## src/design/idq_pkg.sv

```systemverilog
// Shared types and codes for the indexed deque engine.
package idq_pkg;

  typedef enum logic [2:0] {
    OP_PUSH_FRONT = 3'd0,
    OP_PUSH_BACK  = 3'd1,
    OP_POP_FRONT  = 3'd2,
    OP_POP_BACK   = 3'd3,
    OP_READ       = 3'd4,
    OP_REMOVE     = 3'd5,
    OP_FIND       = 3'd6,
    OP_CLEAR      = 3'd7
  } op_t;

  typedef enum logic [2:0] {
    ST_OK        = 3'd0,
    ST_EMPTY     = 3'd1,
    ST_FULL      = 3'd2,
    ST_RANGE     = 3'd3,
    ST_NOT_FOUND = 3'd4
  } status_t;

  typedef enum logic [3:0] {
    S_IDLE,
    S_EXEC,
    S_PUSH,
    S_READ,
    S_READ_DONE,
    S_SHIFT_RD,
    S_SHIFT_WR,
    S_FIND_RD,
    S_FIND_CMP,
    S_REPLY
  } state_t;

  // logical index register load
  typedef enum logic [2:0] {
    K_HOLD,
    K_ZERO,
    K_POS,
    K_COUNT,
    K_COUNT_M1,
    K_LAST,
    K_INC
  } k_sel_t;

  typedef enum logic [1:0] {
    H_HOLD,
    H_INC,
    H_DEC,
    H_ZERO
  } head_op_t;

  typedef enum logic [1:0] {
    C_HOLD,
    C_INC,
    C_DEC,
    C_ZERO
  } count_op_t;

  typedef struct packed {
    logic      latch;       // take the input item
    k_sel_t    k_sel;
    logic      rd_next;     // read slot(k+1) instead of slot(k)
    logic      mem_we;      // write slot(k)
    logic      wr_from_mem; // write data is the last read word
    head_op_t  head_op;
    count_op_t count_op;
    logic      res_load;
    status_t   res_status;
    logic      res_val_mem; // value from the last read word
    logic      res_idx_k;   // found index from k
    logic      publish;     // move result into the output register
  } cmd_t;

  typedef struct packed {
    op_t  op;
    logic empty;
    logic full;
    logic pos_oor;  // position at or beyond count
    logic k_last;   // k+1 at or beyond count
    logic k_end;    // k at or beyond count
    logic match;    // last read word equals search value
    logic out_free;
  } sts_t;

endpackage

```

## src/design/indexed_deque_engine.sv

```systemverilog
// Refused or failed items and clear load their result at decode; pushes write the new slot, pops and reads
// fetch the slot and then load it; find reads and compares each index from zero until a match or the end;
// remove walks the later entries one by one through the single-read-port store, shifting each toward the front.
// One item at a time: the next item is taken the cycle after its result enters the output
// register, even while that result still waits on m_tready.
// Synchronous reset clears head, occupancy, output valid and the sequencer; stored words are kept.
module indexed_deque_engine #(
  parameter int DEPTH      = 16,
  parameter int DATA_WIDTH = 32
) (
  input  logic        clk,
  input  logic        rst,
  input  logic        s_tvalid,
  output logic        s_tready,
  input  logic [39:0] s_tdata,  // data_in[31:0], position[39:32]
  input  logic [2:0]  s_tuser,  // operation[2:0]
  output logic        m_tvalid,
  input  logic        m_tready,
  output logic [47:0] m_tdata,  // value_out[31:0], found_index[35:32], entry_count[40:36], zero
  output logic [2:0]  m_tuser   // status[2:0]
);

  idq_pkg::cmd_t cmd;
  idq_pkg::sts_t sts;

  idq_ctrl u_ctrl (
    .clk      (clk),
    .rst      (rst),
    .s_tvalid (s_tvalid),
    .s_tready (s_tready),
    .sts      (sts),
    .cmd      (cmd)
  );

  idq_datapath #(
    .DEPTH      (DEPTH),
    .DATA_WIDTH (DATA_WIDTH)
  ) u_datapath (
    .clk      (clk),
    .rst      (rst),
    .s_tdata  (s_tdata),
    .s_tuser  (s_tuser),
    .m_tvalid (m_tvalid),
    .m_tready (m_tready),
    .m_tdata  (m_tdata),
    .m_tuser  (m_tuser),
    .cmd      (cmd),
    .sts      (sts)
  );

endmodule

```

## src/design/idq_ctrl.sv

```systemverilog
// Sequencer for the indexed deque engine: decodes each item and steps the datapath.
module idq_ctrl (
  input  logic          clk,
  input  logic          rst,
  input  logic          s_tvalid,
  output logic          s_tready,
  input  idq_pkg::sts_t sts,
  output idq_pkg::cmd_t cmd
);

  idq_pkg::state_t state, state_next;

  always_ff @(posedge clk) begin
    if (rst) begin
      state <= idq_pkg::S_IDLE;
    end else begin
      state <= state_next;
    end
  end

  always_comb begin
    state_next = state;
    cmd        = '0;
    s_tready   = 1'b0;
    unique case (state)
      idq_pkg::S_IDLE: begin
        s_tready = 1'b1;
        if (s_tvalid) begin
          cmd.latch  = 1'b1;
          state_next = idq_pkg::S_EXEC;
        end
      end
      idq_pkg::S_EXEC: begin
        state_next = idq_pkg::S_REPLY;
        unique case (sts.op) inside
          idq_pkg::OP_PUSH_FRONT, idq_pkg::OP_PUSH_BACK: begin
            if (sts.full) begin
              cmd.res_load   = 1'b1;
              cmd.res_status = idq_pkg::ST_FULL;
            end else begin
              // slot(DEPTH-1) is the ring place just before the head
              cmd.k_sel  = (sts.op == idq_pkg::OP_PUSH_FRONT) ? idq_pkg::K_LAST
                                                               : idq_pkg::K_COUNT;
              state_next = idq_pkg::S_PUSH;
            end
          end
          idq_pkg::OP_POP_FRONT, idq_pkg::OP_POP_BACK, idq_pkg::OP_READ,
          idq_pkg::OP_REMOVE: begin
            if (sts.empty) begin
              cmd.res_load   = 1'b1;
              cmd.res_status = idq_pkg::ST_EMPTY;
            end else if (sts.op == idq_pkg::OP_POP_FRONT) begin
              cmd.k_sel  = idq_pkg::K_ZERO;
              state_next = idq_pkg::S_READ;
            end else if (sts.op == idq_pkg::OP_POP_BACK) begin
              cmd.k_sel  = idq_pkg::K_COUNT_M1;
              state_next = idq_pkg::S_READ;
            end else if (sts.pos_oor) begin
              cmd.res_load   = 1'b1;
              cmd.res_status = idq_pkg::ST_RANGE;
            end else begin
              cmd.k_sel  = idq_pkg::K_POS;
              state_next = (sts.op == idq_pkg::OP_READ) ? idq_pkg::S_READ
                                                        : idq_pkg::S_SHIFT_RD;
            end
          end
          idq_pkg::OP_FIND: begin
            cmd.k_sel  = idq_pkg::K_ZERO;
            state_next = idq_pkg::S_FIND_RD;
          end
          idq_pkg::OP_CLEAR: begin
            cmd.head_op    = idq_pkg::H_ZERO;
            cmd.count_op   = idq_pkg::C_ZERO;
            cmd.res_load   = 1'b1;
            cmd.res_status = idq_pkg::ST_OK;
          end
          default: ;
        endcase
      end
      idq_pkg::S_PUSH: begin
        cmd.mem_we     = 1'b1;
        cmd.head_op    = (sts.op == idq_pkg::OP_PUSH_FRONT) ? idq_pkg::H_DEC
                                                             : idq_pkg::H_HOLD;
        cmd.count_op   = idq_pkg::C_INC;
        cmd.res_load   = 1'b1;
        cmd.res_status = idq_pkg::ST_OK;
        state_next     = idq_pkg::S_REPLY;
      end
      idq_pkg::S_READ: begin
        // slot(k) is fetched at this edge; pointers may move at the same edge
        if (sts.op == idq_pkg::OP_POP_FRONT) begin
          cmd.head_op  = idq_pkg::H_INC;
          cmd.count_op = idq_pkg::C_DEC;
        end else if (sts.op == idq_pkg::OP_POP_BACK) begin
          cmd.count_op = idq_pkg::C_DEC;
        end
        state_next = idq_pkg::S_READ_DONE;
      end
      idq_pkg::S_READ_DONE: begin
        cmd.res_load    = 1'b1;
        cmd.res_status  = idq_pkg::ST_OK;
        cmd.res_val_mem = 1'b1;
        state_next      = idq_pkg::S_REPLY;
      end
      idq_pkg::S_SHIFT_RD: begin
        if (sts.k_last) begin
          cmd.count_op   = idq_pkg::C_DEC;
          cmd.res_load   = 1'b1;
          cmd.res_status = idq_pkg::ST_OK;
          state_next     = idq_pkg::S_REPLY;
        end else begin
          cmd.rd_next = 1'b1;
          state_next  = idq_pkg::S_SHIFT_WR;
        end
      end
      idq_pkg::S_SHIFT_WR: begin
        cmd.mem_we      = 1'b1;
        cmd.wr_from_mem = 1'b1;
        cmd.k_sel       = idq_pkg::K_INC;
        state_next      = idq_pkg::S_SHIFT_RD;
      end
      idq_pkg::S_FIND_RD: begin
        if (sts.k_end) begin
          cmd.res_load   = 1'b1;
          cmd.res_status = idq_pkg::ST_NOT_FOUND;
          state_next     = idq_pkg::S_REPLY;
        end else begin
          state_next = idq_pkg::S_FIND_CMP;
        end
      end
      idq_pkg::S_FIND_CMP: begin
        if (sts.match) begin
          cmd.res_load   = 1'b1;
          cmd.res_status = idq_pkg::ST_OK;
          cmd.res_idx_k  = 1'b1;
          state_next     = idq_pkg::S_REPLY;
        end else begin
          cmd.k_sel  = idq_pkg::K_INC;
          state_next = idq_pkg::S_FIND_RD;
        end
      end
      idq_pkg::S_REPLY: begin
        if (sts.out_free) begin
          cmd.publish = 1'b1;
          state_next  = idq_pkg::S_IDLE;
        end
      end
      default: state_next = idq_pkg::S_IDLE;
    endcase
  end

endmodule

```

## src/design/idq_datapath.sv

```systemverilog
// Ring store, pointers, walk index and result/output registers of the deque engine.
module idq_datapath #(
  parameter int DEPTH      = 16,
  parameter int DATA_WIDTH = 32
) (
  input  logic          clk,
  input  logic          rst,
  input  logic [39:0]   s_tdata,
  input  logic [2:0]    s_tuser,
  output logic          m_tvalid,
  input  logic          m_tready,
  output logic [47:0]   m_tdata,
  output logic [2:0]    m_tuser,
  input  idq_pkg::cmd_t cmd,
  output idq_pkg::sts_t sts
);

  localparam int AW  = $clog2(DEPTH);
  localparam int CW  = $clog2(DEPTH + 1);
  localparam int SW  = CW + 1;
  localparam int PXW = CW + 8;

  logic [DATA_WIDTH-1:0] mem [DEPTH];
  logic [DATA_WIDTH-1:0] rdata;

  idq_pkg::op_t          op;
  logic [DATA_WIDTH-1:0] data;
  logic [7:0]            pos;
  logic [AW-1:0]         head;
  logic [CW-1:0]         count;
  logic [CW-1:0]         k, k_next;

  logic [31:0]           res_value;
  logic [3:0]            res_idx;
  idq_pkg::status_t      res_status;

  logic [31:0]           out_value;
  logic [3:0]            out_idx;
  logic [4:0]            out_count;
  idq_pkg::status_t      out_status;

  logic [CW-1:0]         k_plus;
  logic [SW-1:0]         sum_k, sum_k1;
  logic [AW-1:0]         slot_k, slot_k1;
  logic [AW-1:0]         raddr;
  logic [DATA_WIDTH-1:0] wdata;
  logic [PXW-1:0]        pos_ext;

  // ring slot of logical index: head + idx, wrapped once
  assign k_plus = k + CW'(1);
  always_comb begin
    sum_k  = SW'(head) + SW'(k);
    sum_k1 = SW'(head) + SW'(k_plus);
    if (sum_k >= SW'(DEPTH)) sum_k = sum_k - SW'(DEPTH);
    if (sum_k1 >= SW'(DEPTH)) sum_k1 = sum_k1 - SW'(DEPTH);
  end
  assign slot_k  = sum_k[AW-1:0];
  assign slot_k1 = sum_k1[AW-1:0];
  assign raddr   = cmd.rd_next ? slot_k1 : slot_k;
  assign wdata   = cmd.wr_from_mem ? rdata : data;
  assign pos_ext = PXW'(pos);

  always_ff @(posedge clk) begin
    if (cmd.mem_we) begin
      mem[slot_k] <= wdata;
    end
    rdata <= mem[raddr];
  end

  always_comb begin
    case (cmd.k_sel)
      idq_pkg::K_ZERO:     k_next = '0;
      idq_pkg::K_POS:      k_next = pos_ext[CW-1:0];
      idq_pkg::K_COUNT:    k_next = count;
      idq_pkg::K_COUNT_M1: k_next = count - CW'(1);
      idq_pkg::K_LAST:     k_next = CW'(DEPTH - 1);
      idq_pkg::K_INC:      k_next = k_plus;
      default:             k_next = k;
    endcase
  end

  always_ff @(posedge clk) begin
    k <= k_next;
    if (cmd.latch) begin
      op   <= idq_pkg::op_t'(s_tuser);
      data <= DATA_WIDTH'(s_tdata[31:0]);
      pos  <= s_tdata[39:32];
    end
    if (cmd.res_load) begin
      res_value  <= cmd.res_val_mem ? 32'(rdata) : 32'd0;
      res_idx    <= cmd.res_idx_k ? 4'(k) : 4'd0;
      res_status <= cmd.res_status;
    end
    if (cmd.publish) begin
      out_value  <= res_value;
      out_idx    <= res_idx;
      out_count  <= 5'(count);
      out_status <= res_status;
    end
  end

  always_ff @(posedge clk) begin
    if (rst) begin
      head     <= '0;
      count    <= '0;
      m_tvalid <= 1'b0;
    end else begin
      case (cmd.head_op)
        idq_pkg::H_INC:  head <= (head == AW'(DEPTH - 1)) ? '0 : head + AW'(1);
        idq_pkg::H_DEC:  head <= (head == '0) ? AW'(DEPTH - 1) : head - AW'(1);
        idq_pkg::H_ZERO: head <= '0;
        default:         head <= head;
      endcase
      case (cmd.count_op)
        idq_pkg::C_INC:  count <= count + CW'(1);
        idq_pkg::C_DEC:  count <= count - CW'(1);
        idq_pkg::C_ZERO: count <= '0;
        default:         count <= count;
      endcase
      if (cmd.publish) begin
        m_tvalid <= 1'b1;
      end else if (m_tready) begin
        m_tvalid <= 1'b0;
      end
    end
  end

  assign sts.op       = op;
  assign sts.empty    = (count == '0);
  assign sts.full     = (count == CW'(DEPTH));
  assign sts.pos_oor  = (pos_ext >= PXW'(count));
  assign sts.k_last   = (SW'(k) + SW'(1) >= SW'(count));
  assign sts.k_end    = (k >= count);
  assign sts.match    = (rdata == data);
  assign sts.out_free = !m_tvalid || m_tready;

  assign m_tdata = {7'd0, out_count, out_idx, out_value};
  assign m_tuser = out_status;

`ifndef SYNTHESIS
  a_count_bound: assert property (@(posedge clk) disable iff (rst)
    count <= CW'(DEPTH))
    else $error("occupancy above depth");

  a_publish_free: assert property (@(posedge clk) disable iff (rst)
    cmd.publish |-> (!m_tvalid || m_tready))
    else $error("result overwrote a waiting output item");

  a_push_count: assert property (@(posedge clk) disable iff (rst)
    cmd.count_op == idq_pkg::C_INC |=> count == $past(count) + CW'(1))
    else $error("push did not grow occupancy");

  a_write_room: assert property (@(posedge clk) disable iff (rst)
    (cmd.mem_we && !cmd.wr_from_mem) |-> count < CW'(DEPTH))
    else $error("push write into a full store");

  a_slot_range: assert property (@(posedge clk) disable iff (rst)
    cmd.mem_we |-> slot_k < AW'(DEPTH - 1) || slot_k == AW'(DEPTH - 1))
    else $error("write slot outside ring");
`endif

endmodule

```

## config.mk

```make
export PLATFORM = sky130hd
export DESIGN_NAME = indexed_deque_engine
export DESIGN_NICKNAME = d
export VERILOG_FILES = /design/src/design/idq_pkg.sv /design/src/design/indexed_deque_engine.sv /design/src/design/idq_ctrl.sv /design/src/design/idq_datapath.sv
export SDC_FILE = /design/constraint.sdc
export NUM_CORES = 1
export LEC_CHECK = 0
export BUFFER_PORTS_ARGS = -buffer_cell sky130_fd_sc_hd__buf_4
export CAP_MARGIN = 30
export CORE_AREA = 3 3 255 257
export DETAILED_ROUTE_END_ITERATION = 8
export DIE_AREA = 0 0 258 260
export GPL_TIMING_DRIVEN = 0
export PLACE_DENSITY = 0.63
export SYNTH_ARGS = -nofsm -noshare
export SYNTH_HDL_FRONTEND = slang
export SYNTH_SLANG_ARGS = --single-unit
```

## constraint.sdc

```tcl
create_clock -name clk -period 7.8 [get_ports clk]
set_input_delay 0.39 -clock clk [delete_from_list [all_inputs] [get_ports clk]]
set_output_delay 0.39 -clock clk [all_outputs]
set_load 0.1 [all_outputs]
```

==> flow_metrics.env <==
export IMPL_p_leak_uw=0.0123
export IMPL_hold_viol_final=0
export IMPL_cpMostUsedCell="clkbuf_1"
export IMPL_p_sw_uw=6250
export IMPL_synth_edf_count=643
export IMPL_die_w_um=258
export IMPL_crit_chain="ha_1 -> fa_1 -> clkbuf_1 -> clkbuf_1 -> clkbuf_1 -> nor3b_1 -> nand2b_1 -> nor2_4 -> buf_12"
export IMPL_powerDensity_nw_per_um2=449
export IMPL_wl_per_cell_um=29.9
export IMPL_timing_worst_setup_path_type="reg2reg"
export IMPL_internal_power_uw=10300
export IMPL_crit_fanout=17
export IMPL_startpoint_type="register"
export IMPL_synth_cells=1783
export IMPL_critical_path_slowest_cell="clkbuf_1"
export IMPL_grt_antenna_before_repair=2
export IMPL_io_buffers=92
export IMPL_cts_sinks=689
export IMPL_dp_hpwl_um=60800
export IMPL_busiest_layer="met2"
export IMPL_ctsHoldBuffers=44
export IMPL_combPwrFrac_pct=47.7
export IMPL_grt_use_total_pct=26.7
export IMPL_grt_pass1_wl_um=130000
export IMPL_clk_insertion_delay_late_ps=630
export IMPL_fin_tns_setup_ps=0
export IMPL_status="complete, no violations"
export IMPL_relSlewSlack_pct=31.2
export IMPL_synthesis_area_um2=31300
export IMPL_die_y_um=260
export IMPL_skew_ps=21.1
export IMPL_first_iter_violations=2517
export IMPL_critPathRequiredTime_ps=8110
export IMPL_synth_cell_types=64
export IMPL_gp_congestion=0.875
export IMPL_cts_resized_gates=0
export IMPL_cts_clk_slew_worst_paths_ps=60
export IMPL_yosys_warnings=0
export IMPL_areaGrowthSynthToFinish_pct=18.1
export IMPL_grt_overflow=0
export IMPL_die_area_um2=67100
export IMPL_whs_endpoint="u_ctrl.state[0]$_SDFFE_PP0P_"
export IMPL_peakVddDrop_mv=0.221
export IMPL_ant_nets=0
export IMPL_htree_levels=3
export IMPL_hold_depth=5
export IMPL_finalMaxSlewViolations=0
export IMPL_fillCellCount=4681
export IMPL_seqPwrFrac_pct=30.4
export IMPL_core_um2=63000
export IMPL_io_pins=100
export IMPL_setup_reg_to_reg_worst_slack_ps=2520
export IMPL_hold_class="in2reg"
export IMPL_finalWirelength_um=88300
export IMPL_grt_pass1_vias=19900
export IMPL_fmax_ghz=0.189
export IMPL_vias_per_cell=6.46
export IMPL_max_slew_worst_pin_slew_ps=1020
export IMPL_regToRegEndpoint="u_datapath.mem[15][11]$_DFFE_PP_"
export IMPL_layout_common_cells="643 x edfxtp_1, 253 x mux4_2, 117 x a21oi_1"
export IMPL_p_clk_share_pct=21.9
export IMPL_ys_ff_latch=689
export IMPL_first_pass_iters=6
export IMPL_postCtsSetupBuffers=0
export IMPL_endpoint_kind="register"
export IMPL_root_buffer="clkbuf_16"
export IMPL_holdWs_ps=161
export IMPL_initial_core_util_pct=49.7
export IMPL_setup_violations=0
export IMPL_ys_seq_area_share_pct=64.7
export IMPL_clk_path_buf_depth=3
export IMPL_ys_async_sr_fraction_pct=0
export IMPL_finalNetCount=2122
export IMPL_met3_usage_pct=7.05
export IMPL_syn_avg_cell_area_um2=17.5
export IMPL_maxCapViolCount=0
export IMPL_met1_usage_pct=35.7
export IMPL_finalCritPeriodShare_pct=67.7
export IMPL_synthFlopType="edfxtp_1"
export IMPL_drive_gt1_share_pct=28.6
export IMPL_cp_arrival_ps=5590
export IMPL_max_stage_delay_ps=700
export IMPL_layout_commonest_cell="edfxtp_1"
export IMPL_route_detailed_drc=0
export IMPL_r2r_worst_path_cells=9
export IMPL_min_delay_start="s_tvalid"
export IMPL_grt_max_degree=28
export IMPL_r2r_start="u_datapath.k[0]$_DFFE_PP_"
export IMPL_vias=19100
export IMPL_rsz0062_at_grt="no"
export IMPL_switching_share_pct=37.7
export IMPL_cts_tree="done"
export IMPL_cts_buffers_inserted=76
export IMPL_use_met2_pct=42.8
export IMPL_fin_crit_ps=5280
export IMPL_rows=92
## power groups by stage
stage	sequential (uW)	clock, uW	combinational, uW
floorplan	5210	0	5070
global placement	5140	0	7330
detailed placement	5120	0	7860
CTS	5050	3690	7910
global route	5090	3830	8400
finish	5050	3630	7910
## logic make-up (layout without fill, tap and decap cells)
logic type | after synthesis | in the layout | share of synthesized area [%]
flops | 689 | 689 | 64.7
compound gates | 319 | 319 | 7.07
mux | 297 | 297 | 19.8
simple gates | 243 | 243 | 3.82
buf+inv | 158 | 478 | 2.13
xor+xnor | 48 | 48 | 1.34
fa+ha+maj | 28 | 28 | 1.17
other cells | 1 | 8 | 0.0120
## metal layers
layer | wire length (um) | part of all wire (%) | vias to the layer above
li1 | - | - | 7950
met1 | 34700 | 39 | 9894
met2 | 42000 | 48 | 1052
met3 | 8520 | 9.6 | 203
met4 | 3070 | 3.5 | 2
met5 | 13 | 0.015 | -
## per-stage QoR
stage	std cells	util [%]	cell area, um^2	worst slack [ps]	total power, uW
floorplan	1789	-	31300	2390	10300
global placement	2727	52.5	33000	540	12500
detailed placement	2770	53.9	33900	2570	13000
CTS	2954	58.6	36900	2540	16600
global route	2955	58.6	36900	2300	17300
finish	2956	58.6	36900	2520	16600
## flip-flops by register name (all words and copies together), names as in the netlist
signal                 flops
u_datapath.res_status      3
u_datapath.res_value      32
u_datapath.m_tvalid        1
u_datapath.head            4
u_datapath.pos             8
u_datapath.count           5
u_datapath.res_idx         4
u_datapath.out_idx         4
u_datapath.k               5
u_datapath.data           32
u_datapath.out_count       5
u_datapath.op              3
u_datapath.m_tuser         3
u_ctrl.state               4
u_datapath.out_value      32
u_datapath.mem           512
u_datapath.rdata          32
## synthesized netlist by cell type (all sizes together) (2+ instances only)
cell / count / area [um^2]
buf: 52 / 269
a221o: 4 / 40.0
a211oi: 40 / 305
fa: 2 / 40.0
mux4: 253 / 5700
edfxtp: 643 / 19300
clkbuf: 87 / 327
a221oi: 63 / 552
xnor2: 44 / 385
inv: 19 / 71.3
a311oi: 2 / 23.8
or3: 2 / 12.5
ha: 26 / 325
a2bb2oi: 2 / 17.5
o22ai: 2 / 12.5
mux2i: 9 / 90.1
o2111ai: 2 / 17.5
nor2: 45 / 169
nand3b: 4 / 30.0
a21oi: 117 / 586
nand2b: 8 / 50.1
and3: 36 / 225
nor4: 7 / 43.8
nand3: 10 / 50.1
o211ai: 2 / 15.0
o311ai: 2 / 17.5
o31ai: 2 / 15.0
a31oi: 6 / 37.5
nor3b: 4 / 30.0
nand2: 88 / 330
nand4: 10 / 62.6
and2: 8 / 50.1
dfxtp: 46 / 921
mux2: 35 / 394
o21ai: 14 / 77.6
o21a: 4 / 30.0
a32oi: 3 / 26.3
nor3: 10 / 50.1
nor2b: 8 / 50.1
xor2: 4 / 35.0
a21boi: 2 / 15.0
o32ai: 2 / 17.5
a21o: 39 / 293
## final cells by class
class	count	area [um^2]	share of cell area, %
Tap cell	846	1060	2.87
Sequential cell	689	20200	54.8
Antenna cell	1	2.50	0.00678
Multi-Input combinational cell	942	10500	28.5
Buffer	139	596	1.61
Inverter	19	71.3	0.193
Clock inverter	22	251	0.681
Timing Repair Buffer	180	1880	5.09
Clock buffer	118	2300	6.24
## worst max path at each step
stage	from	end	slack (ps)	cells past startpoint
after CTS	u_datapath.k[0]$_DFFE_PP_	u_datapath.mem[15][11]$_DFFE_PP_	2540	9
after detailed placement	u_datapath.k[0]$_DFFE_PP_	u_datapath.mem[15][15]$_DFFE_PP_	2570	9
after global placement	u_datapath.k[0]$_DFFE_PP_	u_datapath.mem[14][16]$_DFFE_PP_	540	8
after floorplan	u_ctrl.state[0]$_SDFFE_PP0P_	u_datapath.data[0]$_DFFE_PP_	2390	4
final	u_datapath.k[0]$_DFFE_PP_	u_datapath.mem[15][11]$_DFFE_PP_	2520	9
after global routing	u_datapath.k[0]$_DFFE_PP_	u_datapath.mem[15][11]$_DFFE_PP_	2300	9
## worst max-delay path, delay by kind of cell (launching register included)
kind                     cells  cell delay, ps
buffers and inverters        4            2210
AND/OR/NAND/NOR              3            1370
adder cells (fa/ha/maj)      2             780
flip-flops                   1             560
Note: power is estimated with default switching activity, not from simulation.
